--- src/sv/wsdf_pkg.sv ---
// ----------------------------------------------------------------------------
// wsdf_pkg
// types and constants shared by the frame deframer files
// ----------------------------------------------------------------------------
package wsdf_pkg;

   typedef struct packed {
      logic [7:0] in_byte;
   } req_type;

   typedef struct packed {
      logic       byte_valid;
      logic [7:0] out_byte;
      logic [1:0] frame_class;
      logic       frame_end;
      logic       message_end;
      logic       message_text;
      logic       failed;
      logic [1:0] fail_code;
      logic       peer_closed;
   } rsp_type;

   typedef enum logic [6:0] {
      PH_HDR0    = 7'b0000001,
      PH_HDR1    = 7'b0000010,
      PH_LEN16   = 7'b0000100,
      PH_LEN64   = 7'b0001000,
      PH_MASK    = 7'b0010000,
      PH_PAYLOAD = 7'b0100000,
      PH_STOP    = 7'b1000000
   } phase_type;

   localparam logic [1:0] FAIL_NONE     = 2'd0;
   localparam logic [1:0] FAIL_PROTOCOL = 2'd1;
   localparam logic [1:0] FAIL_TEXT     = 2'd2;
   localparam logic [1:0] FAIL_TOO_BIG  = 2'd3;

   localparam logic [1:0] CLS_DATA  = 2'd0;
   localparam logic [1:0] CLS_PING  = 2'd1;
   localparam logic [1:0] CLS_PONG  = 2'd2;
   localparam logic [1:0] CLS_CLOSE = 2'd3;

   localparam logic [1:0] MSG_NONE   = 2'd0;
   localparam logic [1:0] MSG_TEXT   = 2'd1;
   localparam logic [1:0] MSG_BINARY = 2'd2;

   localparam logic [3:0] OP_CONT   = 4'd0;
   localparam logic [3:0] OP_TEXT   = 4'd1;
   localparam logic [3:0] OP_BINARY = 4'd2;
   localparam logic [3:0] OP_CLOSE  = 4'd8;
   localparam logic [3:0] OP_PING   = 4'd9;
   localparam logic [3:0] OP_PONG   = 4'd10;

   localparam logic [31:0] MAX_MSG_RESET = 32'd1048576;

endpackage

--- src/sv/wsdf_if.sv ---
// ----------------------------------------------------------------------------
// wsdf_req_if / wsdf_rsp_if
// valid/ready channels of the frame deframer
// ----------------------------------------------------------------------------
interface wsdf_req_if;
   logic              valid;
   logic              ready;
   wsdf_pkg::req_type payload;
   modport source (output valid, output payload, input ready);
   modport sink (input valid, input payload, output ready);
endinterface

interface wsdf_rsp_if;
   logic              valid;
   logic              ready;
   wsdf_pkg::rsp_type payload;
   modport source (output valid, output payload, input ready);
   modport sink (input valid, input payload, output ready);
endinterface

--- src/sv/websocket_frame_deframer_top.sv ---
// ----------------------------------------------------------------------------
// websocket_frame_deframer_top
// an accepted request byte that yields a result has it in rsp_ff in the next cycle
// throughput: one byte per cycle; the result register is the only stage
// a request is taken whenever the result register is empty or being drained
// reset: synchronous, active high; parser returns to the first header byte
// limit register comes out of reset at 1048576
// ----------------------------------------------------------------------------
module websocket_frame_deframer_top #(
   parameter int COUNT_WIDTH = 32
) (
   input  logic        clock,
   input  logic        reset,
   input  logic        csr_we,
   input  logic [31:0] csr_wdata,
   wsdf_req_if.sink    req,
   wsdf_rsp_if.source  rsp
);
   import wsdf_pkg::*;

   localparam int CW = COUNT_WIDTH;

   // parser state
   phase_type        phase_ff, phase_in;
   logic [2:0]       fcount_ff, fcount_in;
   logic [7:0]       hdr0_ff, hdr0_in;
   logic             fin_ff, fin_in;
   logic [3:0]       opcode_ff, opcode_in;
   logic [63:0]      len_acc_ff, len_acc_in;
   logic [CW-1:0]    left_ff, left_in;
   logic [31:0]      mkey_ff, mkey_in;
   logic [1:0]       mphase_ff, mphase_in;
   logic [1:0]       open_ff, open_in;
   logic [CW-1:0]    msg_len_ff, msg_len_in;
   logic [1:0]       u_pend_ff, u_pend_in;
   logic [20:0]      u_cp_ff, u_cp_in;
   logic [1:0]       u_floor_ff, u_floor_in;
   logic [31:0]      max_ff;

   // output register
   logic             rvalid_ff, rvalid_in;
   rsp_type          rsp_ff, rsp_in;

   logic             accept;
   logic [7:0]       b;

   // limit is the register capped to the counter range
   logic [63:0]      limit;
   always_comb begin
      if (CW >= 32) limit = {32'd0, max_ff};
      else if (max_ff > 32'((64'd1 << CW) - 64'd1)) limit = (64'd1 << CW) - 64'd1;
      else limit = {32'd0, max_ff};
   end

   assign req.ready   = !rvalid_ff || rsp.ready;
   assign accept      = req.valid && req.ready;
   assign b           = req.payload.in_byte;
   assign rsp.valid   = rvalid_ff;
   assign rsp.payload = rsp_ff;

   // class of the current frame
   function automatic logic [1:0] cls_of(input logic [3:0] op);
      logic [1:0] c;
      c = CLS_DATA;
      if (op == OP_PING) c = CLS_PING;
      else if (op == OP_PONG) c = CLS_PONG;
      else if (op == OP_CLOSE) c = CLS_CLOSE;
      return c;
   endfunction

   // combinational single-byte step
   logic [6:0]    lb;
   logic [63:0]   len_val;
   logic          len_done;
   logic [CW:0]   sum;
   logic [7:0]    v;
   logic [1:0]    cls;
   logic          mt;
   logic          u_ok;
   logic [CW-1:0] left_dec;
   logic [20:0]   cp_new;
   logic [20:0]   floor_v;
   logic          emit;
   logic          fin_frame;
   logic          fin_bv;
   logic [2:0]    fc_inc;

   always_comb begin
      phase_in   = phase_ff;
      fcount_in  = fcount_ff;
      hdr0_in    = hdr0_ff;
      fin_in     = fin_ff;
      opcode_in  = opcode_ff;
      len_acc_in = len_acc_ff;
      left_in    = left_ff;
      mkey_in    = mkey_ff;
      mphase_in  = mphase_ff;
      open_in    = open_ff;
      msg_len_in = msg_len_ff;
      u_pend_in  = u_pend_ff;
      u_cp_in    = u_cp_ff;
      u_floor_in = u_floor_ff;
      rsp_in     = '0;
      emit       = 1'b0;
      fin_frame  = 1'b0;
      fin_bv     = 1'b0;
      len_done   = 1'b0;
      len_val    = '0;
      lb         = b[6:0];
      fc_inc     = fcount_ff + 3'd1;
      cls        = cls_of(opcode_ff);
      mt         = (cls == CLS_DATA) &&
                   (opcode_ff == OP_TEXT || (opcode_ff == OP_CONT && open_ff == MSG_TEXT));
      v          = b ^ mkey_ff[8*(3-mphase_ff) +: 8];
      left_dec   = (left_ff != '0) ? left_ff - CW'(1) : left_ff;
      cp_new     = {u_cp_ff[14:0], v[5:0]};
      u_ok       = 1'b1;
      sum        = '0;
      unique case (u_floor_ff)
         2'd0:    floor_v = 21'h80;
         2'd1:    floor_v = 21'h800;
         default: floor_v = 21'h10000;
      endcase

      unique case (phase_ff)
         PH_HDR0: begin
            hdr0_in  = b;
            phase_in = PH_HDR1;
         end
         PH_HDR1: begin
            fin_in    = hdr0_ff[7];
            opcode_in = hdr0_ff[3:0];
            priority if (!b[7] || (hdr0_ff[6:4] != 3'd0) ||
                         (hdr0_ff[3] && (!hdr0_ff[7] || lb >= 7'd126)) ||
                         !(hdr0_ff[3:0] <= OP_BINARY ||
                           (hdr0_ff[3:0] >= OP_CLOSE && hdr0_ff[3:0] <= OP_PONG)) ||
                         ((hdr0_ff[3:0] == OP_TEXT || hdr0_ff[3:0] == OP_BINARY) &&
                          open_ff != MSG_NONE) ||
                         (hdr0_ff[3:0] == OP_CONT && open_ff == MSG_NONE)) begin
               phase_in = PH_STOP;
               emit     = 1'b1;
               rsp_in.failed    = 1'b1;
               rsp_in.fail_code = FAIL_PROTOCOL;
            end else begin
               if (hdr0_ff[3:0] == OP_TEXT) begin
                  u_pend_in  = '0;
                  u_cp_in    = '0;
                  u_floor_in = '0;
               end
               if ((hdr0_ff[3:0] == OP_TEXT || hdr0_ff[3:0] == OP_BINARY) && !hdr0_ff[7])
                  open_in = hdr0_ff[1:0];
               fcount_in  = '0;
               len_acc_in = '0;
               if (lb < 7'd126) begin
                  len_done = 1'b1;
                  len_val  = {57'd0, lb};
               end else begin
                  phase_in = (lb == 7'd126) ? PH_LEN16 : PH_LEN64;
               end
            end
         end
         PH_LEN16, PH_LEN64: begin
            len_acc_in = {len_acc_ff[55:0], b};
            fcount_in  = fc_inc;
            if (phase_ff == PH_LEN16) begin
               if (fc_inc == 3'd2) begin
                  len_done = 1'b1;
                  len_val  = len_acc_in;
               end
            end else if (fcount_ff == 3'd7) begin
               if (len_acc_in > limit) begin
                  phase_in = PH_STOP;
                  emit     = 1'b1;
                  rsp_in.failed    = 1'b1;
                  rsp_in.fail_code = FAIL_PROTOCOL;
               end else begin
                  len_done = 1'b1;
                  len_val  = len_acc_in;
               end
            end
         end
         PH_MASK: begin
            mkey_in   = {mkey_ff[23:0], b};
            fcount_in = fc_inc;
            if (fcount_ff == 3'd3) begin
               phase_in  = PH_PAYLOAD;
               mphase_in = '0;
               if (left_ff == '0) fin_frame = 1'b1;
            end
         end
         PH_PAYLOAD: begin
            mphase_in = mphase_ff + 2'd1;
            left_in   = left_dec;
            if (mt) begin
               if (u_pend_ff == 2'd0) begin
                  if (!v[7]) begin
                  end else if (v[7:5] == 3'b110) begin
                     u_pend_in = 2'd1; u_cp_in = {16'd0, v[4:0]}; u_floor_in = 2'd0;
                  end else if (v[7:4] == 4'b1110) begin
                     u_pend_in = 2'd2; u_cp_in = {17'd0, v[3:0]}; u_floor_in = 2'd1;
                  end else if (v[7:3] == 5'b11110) begin
                     u_pend_in = 2'd3; u_cp_in = {18'd0, v[2:0]}; u_floor_in = 2'd2;
                  end else u_ok = 1'b0;
               end else if (v[7:6] != 2'b10) begin
                  u_ok = 1'b0;
               end else begin
                  u_cp_in   = cp_new;
                  u_pend_in = u_pend_ff - 2'd1;
                  if (u_pend_ff == 2'd1 &&
                      (cp_new < floor_v || cp_new > 21'h10FFFF ||
                       (cp_new >= 21'hD800 && cp_new <= 21'hDFFF)))
                     u_ok = 1'b0;
               end
            end
            if (!u_ok) begin
               phase_in = PH_STOP;
               emit     = 1'b1;
               rsp_in.failed    = 1'b1;
               rsp_in.fail_code = FAIL_TEXT;
            end else if (left_dec == '0) begin
               fin_frame = 1'b1;
               fin_bv    = (cls != CLS_PONG);
            end else if (cls != CLS_PONG) begin
               emit = 1'b1;
               rsp_in.byte_valid   = 1'b1;
               rsp_in.out_byte     = v;
               rsp_in.frame_class  = cls;
               rsp_in.message_text = mt;
            end
         end
         default: ;
      endcase

      // length known: load the payload counter and check the message size
      if (len_done) begin
         left_in = len_val[CW-1:0];
         sum     = {1'b0, msg_len_ff} + {1'b0, len_val[CW-1:0]};
         if (opcode_in == OP_CONT) begin
            if (64'(sum) > limit) begin
               phase_in = PH_STOP;
               emit     = 1'b1;
               rsp_in   = '0;
               rsp_in.failed    = 1'b1;
               rsp_in.fail_code = FAIL_TOO_BIG;
            end else msg_len_in = sum[CW-1:0];
         end else if (opcode_in <= OP_BINARY && !fin_in) begin
            msg_len_in = len_val[CW-1:0];
         end
         if (!emit) begin
            phase_in  = PH_MASK;
            fcount_in = '0;
            mkey_in   = '0;
            mphase_in = '0;
         end
      end

      // frame completion
      if (fin_frame) begin
         emit = 1'b1;
         if (cls == CLS_DATA && fin_ff && mt && u_pend_in != 2'd0) begin
            phase_in = PH_STOP;
            rsp_in   = '0;
            rsp_in.failed    = 1'b1;
            rsp_in.fail_code = FAIL_TEXT;
         end else begin
            rsp_in.byte_valid   = fin_bv;
            rsp_in.out_byte     = fin_bv ? v : 8'd0;
            rsp_in.frame_class  = cls;
            rsp_in.frame_end    = 1'b1;
            rsp_in.message_text = mt;
            if (cls == CLS_DATA && fin_ff) begin
               rsp_in.message_end = 1'b1;
               open_in    = MSG_NONE;
               msg_len_in = '0;
            end
            if (cls == CLS_CLOSE) begin
               rsp_in.peer_closed = 1'b1;
               phase_in = PH_STOP;
            end else phase_in = PH_HDR0;
         end
      end

      rvalid_in = rvalid_ff;
      if (rsp.ready) rvalid_in = 1'b0;
      if (accept && emit) rvalid_in = 1'b1;
   end

   always_ff @(posedge clock) begin
      if (reset) begin
         phase_ff   <= PH_HDR0;
         fcount_ff  <= '0;
         hdr0_ff    <= '0;
         fin_ff     <= '0;
         opcode_ff  <= '0;
         len_acc_ff <= '0;
         left_ff    <= '0;
         mkey_ff    <= '0;
         mphase_ff  <= '0;
         open_ff    <= MSG_NONE;
         msg_len_ff <= '0;
         u_pend_ff  <= '0;
         u_cp_ff    <= '0;
         u_floor_ff <= '0;
         max_ff     <= MAX_MSG_RESET;
         rvalid_ff  <= 1'b0;
      end else begin
         if (csr_we) max_ff <= csr_wdata;
         rvalid_ff <= rvalid_in;
         if (accept) begin
            phase_ff   <= phase_in;
            fcount_ff  <= fcount_in;
            hdr0_ff    <= hdr0_in;
            fin_ff     <= fin_in;
            opcode_ff  <= opcode_in;
            len_acc_ff <= len_acc_in;
            left_ff    <= left_in;
            mkey_ff    <= mkey_in;
            mphase_ff  <= mphase_in;
            open_ff    <= open_in;
            msg_len_ff <= msg_len_in;
            u_pend_ff  <= u_pend_in;
            u_cp_ff    <= u_cp_in;
            u_floor_ff <= u_floor_in;
         end
      end
   end

   // result payload, no reset needed
   always_ff @(posedge clock) begin
      if (accept && emit) rsp_ff <= rsp_in;
   end

endmodule

--- src/flat_wrapper.sv ---
// flat-port wrapper written by rule: the top's interface ports become plain ports
module websocket_frame_deframer_top_flat import wsdf_pkg::*;
#(
   parameter int COUNT_WIDTH = 32
)
  (clock, reset, csr_we, csr_wdata, req_valid, req_payload, req_ready, rsp_valid, rsp_payload, rsp_ready);
  wsdf_req_if req_i ();
  wsdf_rsp_if rsp_i ();
  input  logic clock;
  input  logic reset;
  input  logic csr_we;
  input  logic [31:0] csr_wdata;
  input wire logic [$bits(req_i.valid)-1:0] req_valid;
  input wire logic [$bits(req_i.payload)-1:0] req_payload;
  output wire logic [$bits(req_i.ready)-1:0] req_ready;
  output wire logic [$bits(rsp_i.valid)-1:0] rsp_valid;
  output wire logic [$bits(rsp_i.payload)-1:0] rsp_payload;
  input wire logic [$bits(rsp_i.ready)-1:0] rsp_ready;
  assign req_i.valid = req_valid;
  assign req_i.payload = req_payload;
  assign req_ready = req_i.ready;
  assign rsp_valid = rsp_i.valid;
  assign rsp_payload = rsp_i.payload;
  assign rsp_i.ready = rsp_ready;
  websocket_frame_deframer_top #(.COUNT_WIDTH(COUNT_WIDTH)) u_core (.clock(clock), .reset(reset), .csr_we(csr_we), .csr_wdata(csr_wdata), .req(req_i), .rsp(rsp_i));
endmodule
--- config.mk ---
export PLATFORM = sky130hd
export DESIGN_NAME = websocket_frame_deframer_top_flat
export DESIGN_NICKNAME = d
export VERILOG_FILES = /design/src/sv/wsdf_pkg.sv /design/src/sv/wsdf_if.sv /design/src/sv/websocket_frame_deframer_top.sv /design/src/flat_wrapper.sv
export SDC_FILE = /design/constraint.sdc
export NUM_CORES = 1
export LEC_CHECK = 0
export ABC_AREA = 0
export BUFFER_PORTS_ARGS = -buffer_cell sky130_fd_sc_hd__buf_4
export CAP_MARGIN = 0
export CORE_MARGIN = 2
export CORE_UTILIZATION = 45
export DETAILED_ROUTE_END_ITERATION = 6
export GPL_TIMING_DRIVEN = 0
export MAX_ROUTING_LAYER = met4
export PLACE_DENSITY_LB_ADDON = 0.08
export SYNTH_ARGS = -nofsm -noshare
export SYNTH_HDL_FRONTEND = slang
export SYNTH_SLANG_ARGS = --single-unit
--- constraint.sdc ---
create_clock -name clock -period 11.5 [get_ports clock]
set_input_delay 2.3 -clock clock [delete_from_list [all_inputs] [get_ports clock]]
set_output_delay 2.3 -clock clock [all_outputs]
set_load 0.01 [all_outputs]
==> results of run 1 <==
## logic make-up (layout without fill, tap and decap cells)
| group | count (synthesis) | in the layout |
|---|---|---|
| mux | 61 | 61 |
| buf+inv | 194 | 310 |
| fa+ha+maj | 107 | 107 |
| simple gates | 721 | 721 |
| compound gates | 571 | 571 |
| xor+xnor | 40 | 40 |
| flops | 249 | 249 |
## state kept, by name, summed over array words and instances (netlist names), 3 cells and up
| register | flops |
|---|---|
| u_core.opcode_ff | 4 |
| u_core.rsp.payload | 18 |
| u_core.max_ff | 32 |
| u_core.mkey_ff | 32 |
| u_core.msg_len_ff | 32 |
| u_core.len_acc_ff | 56 |
| u_core.left_ff | 32 |
| u_core.u_cp_ff | 15 |
| u_core.fcount_ff | 3 |
| u_core.hdr0_ff | 8 |
| u_core.phase_ff | 7 |
## cells in the final DEF, fill, tap and decap left out, types with 47 or more instances in the layout
cell type	instances
nor2_1	246
dfxtp_1	231
a21oi_1	151
nand2_1	140
o21ai_0	129
clkbuf_1	106
ha_1	106
a22oi_1	96
inv_1	73
buf_4	62
nand3_1	59
mux2i_1	47
## layout make-up
class | count | area [um^2]
clock buffer | 43 | 875
multi-input combinational | 1500 | 9770
fill | 3417 | 16600
inverter | 74 | 278
tap | 455 | 569
clock inverter | 12 | 166
buffer | 120 | 494
timing repair buffer | 61 | 458
sequential | 249 | 5160
## synthesized netlist by cell type (all sizes together), types with 12 or more instances
| cell | number |
|---|---|
| and3 | 29 |
| edfxtp | 18 |
| a22oi | 96 |
| nand2 | 140 |
| nor2b | 12 |
| clkbuf | 104 |
| inv | 73 |
| nor3 | 49 |
| nand2b | 15 |
| and2 | 13 |
| a21o | 16 |
| or3 | 21 |
| nand4 | 38 |
| buf | 16 |
| ha | 106 |
| xor2 | 12 |
| a211oi | 24 |
| a31oi | 16 |
| a21oi | 152 |
| o2bb2ai | 13 |
| nand3 | 59 |
| o21ai | 134 |
| mux2i | 48 |
| nor2 | 249 |
| dfxtp | 231 |
| nor4 | 43 |
| xnor2 | 28 |
## worst max path at each step
stage                     slack (ps)                endpoint  cells after the start
final                            490   u_core.rsp.payload[3]                     33
after global routing              60      u_core.mkey_ff[29]                     34
after CTS                        190   u_core.msg_len_ff[24]                     35
after detailed placement        -820   u_core.msg_len_ff[18]                     34
after global placement          -890  u_core.rsp.payload[17]                     32
after floorplan                 2790   u_core.rsp.payload[0]                     33
## stage by stage
step                      instances  util (%)  TNS (ps)  cell area, um^2
after global placement         2459      48.5    -54060            16700
final                          2514      51.7         0            17800
after floorplan                1943         -         0            15600
after CTS                      2514      51.6         0            17700
after detailed placement       2459      48.5    -47370            16700
after global routing           2514      51.7         0            17800
## worst reg2reg max path: cells and delay by family, from the launching register on
kind / cells / cell delay, ps
XOR/XNOR: 1 / 350
AO/OA/AOI/OAI: 11 / 3010
adder cells (fa/ha/maj): 4 / 1120
flip-flops: 1 / 330
AND/OR/NAND/NOR: 12 / 4050
buffers and inverters: 5 / 1180
## where the power goes
| part | internal, mW | switching, mW |
|---|---|---|
| registers | 0.884 | 0.00760 |
| logic | 0.0611 | 0.127 |
| clock network | 0.615 | 0.400 |
| total | 1.56 | 0.534 |
## per-layer routing
metal	global-route usage [%]	part of all wire (%)	up-vias
met5	-	0	-
met4	14.2	4.8	0
met3	3.70	6.8	134
met2	49.8	45	594
met1	41.4	44	7443
li1	-	-	7401
## what timing repair did
item	in CTS	in global routing
hold endpoints to repair	0	0
resized for setup	3	15
setup endpoints to repair	46	83
pin swaps	0	0
==> results_dict.tcl, run 1 <==
set metrics [dict create \
    dp_worst_setup_slack_ps -821 \
    synthFlopType "dfxtp_1" \
    yosysTopAreaCell "dfxtp_1" \
    wirelength_um 56600 \
    start_util_pct 45.5 \
    antenna_found_initial 2 \
    required_ps 11800 \
    drtIter0Drc 1520 \
    grt_max_degree 19 \
    power_density_nw_per_um2 118 \
    r2r_slack_ps 1200 \
    io_buffer_count 61 \
    min_path_cells 2 \
    firstDrtPassIters 5 \
    p_leak_nw 7.21 \
    cts_tree "built" \
    numCtsBuffers 30 \
    synth-xor-area-share_pct 2.29 \
    async_flop_share_pct 0 \
    worstReg2RegEnd "u_core.rsp.payload[3]" \
    fin_hold_ws_ps 449 \
    synth_cells 1943 \
    synth_fa_ha_area_share_pct 8.61 \
    cts_htree_levels 1 \
    dpl.hpwl_um 43100 \
    nNetsFinal 2188 \
    yosysUniqueCellTypes 91 \
    crit_type "in -> reg" \
    period_needed_ps 11010 \
    hold_violations 0 \
    rsz0062_at_grt "no" \
    cts_hold_buf 0 \
    io_pins 65 \
    grtUsageTotal_pct 31.8 \
    crit_arrival_ps 11300 \
    setup_violations 0 \
    end_kind "register" \
    via_count 15600 \
    yosys-top-cells-area "dfxtp_1 (30%), ha_1 (8.5%), nor2_1 (6.0%)" \
    syn-mean-instance-area_um2 8.05 \
    grt_pass1_wl_um 86400 \
    fin_crit_sh_pct 95.7 \
    cts_buffer_depth 3 \
    clock_sinks 249 \
    area_growth_pct 13.7 \
    hp-class "reg -> reg" \
    gr-total-overflow 0 \
    vias_per_cell 6.19 \
    core_um2 34400 \
    gp_congestion 1.00 \
    die_h_um 190 \
    postRouteAntennaNets 0 \
    cp-start-kind "input port" \
    ys_seq_area_share_pct 33.0 \
    clkTransAtPathRegs_ps 60 \
    critPathSlowestCell "or4b_1" \
    post_drt_wl_per_cell_um 22.5 \
    synthesis.nets 2095 \
    synth_edf_count 18 \
    clkLatencyLatePin_ps 580 \
    syn_area_um2 15600 \
    holdPathEnd "u_core.u_cp_ff[13]" \
    r2r_start "u_core.max_ff[31]" \
    grt_pass1_vias 14500 \
    rr_worst_depth 33 \
    yosysTopAreaCellShare_pct 29.6 \
    cts-root-buf "clkbuf_16" \
    status "finished clean" \
    final-max-slew-violation-count 0 \
    fmaxAchievable_mhz 90.9 \
    holdCritStartpoint "u_core.u_cp_ff[13]" \
    rows 68 \
    crit_start "req_payload[0]" \
    synthSimpleGateAreaFrac_pct 22.8 \
    diodes 0 \
    muxShareOfSynthArea_pct 4.58 \
    setup_ws_ps 494 \
    p_total_mw 2.09 \
    synth_compound_gate_area_share_pct 23.8 \
    die_area_um2 36300 \
    cts_setup_buffers 0 \
    drc 0 \
    cap_violations 0 \
    critPathMaxFanout 10 \
    vdd_ir_drop_max_uv 110 \
    synth_top_family_by_area "compound AO/OA/AOI/OAI gates" \
    crit_buf_inv 5 \
    max_slew.worst_pin.slew_ps 1310 \
    critPathMaxStageDelay_ps 550 \
    skew_ps 24.2 \
    drive_gt1_share_pct 8.31 \
    relSlewSlack_pct 12.0 \
    fp.dieW_um 190 \
    ys_ff_latch 249 \
    yosys_warnings 0 \
    cpLargestDelayFamily "simple AND/OR/NAND/NOR gates" \
]
No activity file was read; power rests on OpenSTA's default activity.
==> inputs of run 2 (changes only) <==
==> constraint.sdc (replaced) <==
create_clock -name clock -period 10.7 [get_ports clock]
set_input_delay 2.14 -clock clock [delete_from_list [all_inputs] [get_ports clock]]
set_output_delay 2.14 -clock clock [all_outputs]
set_load 0.01 [all_outputs]
==> run 2 against run 1 <==
Compared with the run above: first-iteration DRC count is 1.9% higher; final cell count hardly changed; power is 7.3% higher; worst setup slack worse by 120 ps; routed wire length is 0.29% higher; sequential power is 7.5% higher; utilization is 0.10 points higher; count of clock-buffer cells in the layout stayed put; clock power is 8% higher; register-to-register slack worse by 500 ps; global-route usage hardly changed; clock skew hardly changed; critical endpoint unchanged; largest cell class unchanged.
==> results_dict.tcl, run 2 (synthesized netlist as in run 1, its figures left out) <==
set metrics [dict create \
    status "finished clean" \
    largest_reg_flops 56 \
    io_buffer_count 61 \
    fmaxAchievable_mhz 96.9 \
    firstDrtPassIters 5 \
    clkLatencyLatePin_ps 580 \
    fp.dieW_um 190 \
    layout.cells.most_common "nor2_1" \
    cts_htree_levels 1 \
    period_needed_ps 10320 \
    start_util_pct 45.5 \
    cts-root-buf "clkbuf_16" \
    post_drt_wl_per_cell_um 22.6 \
    dpl_cell_area_um2 16700 \
    rows 68 \
    end_kind "register" \
    grtUsageTotal_pct 31.8 \
    clkTransAtPathRegs_ps 60 \
    final-max-slew-violation-count 0 \
    cap_violations 0 \
    dpl.hpwl_um 43100 \
    cts_tree "built" \
    layout_common_cells "nor2_1 (246), dfxtp_1 (231), a21oi_1 (150)" \
    fin_hold_ws_ps 450 \
    critPathMaxFanout 10 \
    gr-total-overflow 0 \
    grt_pass1_wl_um 86500 \
    via_count 15600 \
    p_leak_nw 7.23 \
    drc 0 \
    diodes 0 \
    fin_crit_sh_pct 96.5 \
    critPathMaxStageDelay_ps 550 \
    hp-class "reg -> reg" \
    cp-start-kind "input port" \
    rsz0062_at_grt "no" \
    crit_type "in -> reg" \
    final_cell_area_um2 17800 \
    vdd_ir_drop_max_uv 119 \
    nNetsFinal 2189 \
    setup_violations 0 \
    grt_max_degree 19 \
    gp_congestion 1.00 \
    numCtsBuffers 30 \
    utilization_pct 51.8 \
    top_register "u_core.len_acc_ff" \
    power_density_nw_per_um2 126 \
    hold_violations 0 \
    drive_gt1_share_pct 8.64 \
    area_growth_pct 13.9 \
    grt_pass1_vias 14500 \
    antenna_found_initial 1 \
    cts_buffer_depth 3 \
    drtIter0Drc 1549 \
    vias_per_cell 6.21 \
    required_ps 10990 \
    relSlewSlack_pct 6.96 \
    clock_sinks 249 \
    crit_arrival_ps 10620 \
    wirelength_um 56800 \
    io_pins 65 \
    critPathSlowestCell "or4b_1" \
    postRouteAntennaNets 0 \
    die_area_um2 36300 \
    max_slew.worst_pin.slew_ps 1390 \
    core_um2 34400 \
    die_h_um 190 \
    skew_ps 24.5 \
]
[run 2: cell types whose count changed in the layout (fill, tap and decap cells not counted)]
cell,before,now
o21ai_1,5,7
o21ai_0,129,127
nor3_4,0,1
a21oi_1,151,150
clkbuf_1,106,101
a21oi_2,1,2
clkbuf_2,4,9
o41ai_4,0,1
nor3_2,5,4
buf_4,62,63
o41ai_2,1,0
[run 2: worst max-delay path: cells and delay by family]
kind	cells	cell delay, ps
AO/OA/AOI/OAI	11	2570
adder cells (fa/ha/maj)	4	1310
multiplexers	1	280
buffers and inverters	5	1080
AND/OR/NAND/NOR	12	3230
[run 2: path summary, 6_finish.rpt]
path	start	endpoint	slack [ps]	cells past startpoint
worst max-delay path	req_payload[0]	u_core.rsp.payload[3]	380	33
worst min-delay path	u_core.u_cp_ff[11]	u_core.u_cp_ff[11]	450	2
worst max register to register	u_core.max_ff[31]	u_core.rsp.payload[3]	700	33
worst min register to register	u_core.u_cp_ff[11]	u_core.u_cp_ff[11]	450	2
[run 2: timing repair]
| item | 4_1_cts | 5_1_grt |
|---|---|---|
| hold buffers | 0 | 0 |
| gates resized for setup | 14 | 16 |
| pin swaps | 0 | 1 |
| setup buffers | 0 | 1 |
| setup endpoints to repair | 88 | 90 |
[run 2: layout make-up]
class	count	area [um^2]
Timing Repair Buffer	62	465
Tap cell	455	569
Inverter	74	278
Clock inverter	12	166
Clock buffer	43	875
Sequential cell	249	5160
Fill cell	3416	16600
Buffer	120	500
Multi-Input combinational cell	1500	9790
[run 2: report_power, final]
group	internal, mW	switching (mW)	total [mW]
registers	0.950	0.00827	0.958
clock network	0.661	0.426	1.09
logic	0.0658	0.136	0.202
total	1.68	0.571	2.25
[run 2: per-stage QoR]
step	total power, mW	setup TNS, ps	setup WS, ps	instances
3_5_place_dp	1.17	-105790	-1460	2459
6_report	2.25	0	377	2515
4_1_cts	2.26	0	59.2	2514
5_1_grt	2.32	0	37.9	2515
2_1_floorplan	1.10	0	2150	1943
3_3_place_gp	1.17	-113040	-1530	2459
[run 2: per-layer routing]
layer	global-route usage (%)	part of all wire [%]	wire length, um
met5	-	0	0
met4	15.1	5.1	2900
met3	3.77	7.0	4000
met2	49.4	45	25400
met1	41.3	43	24500
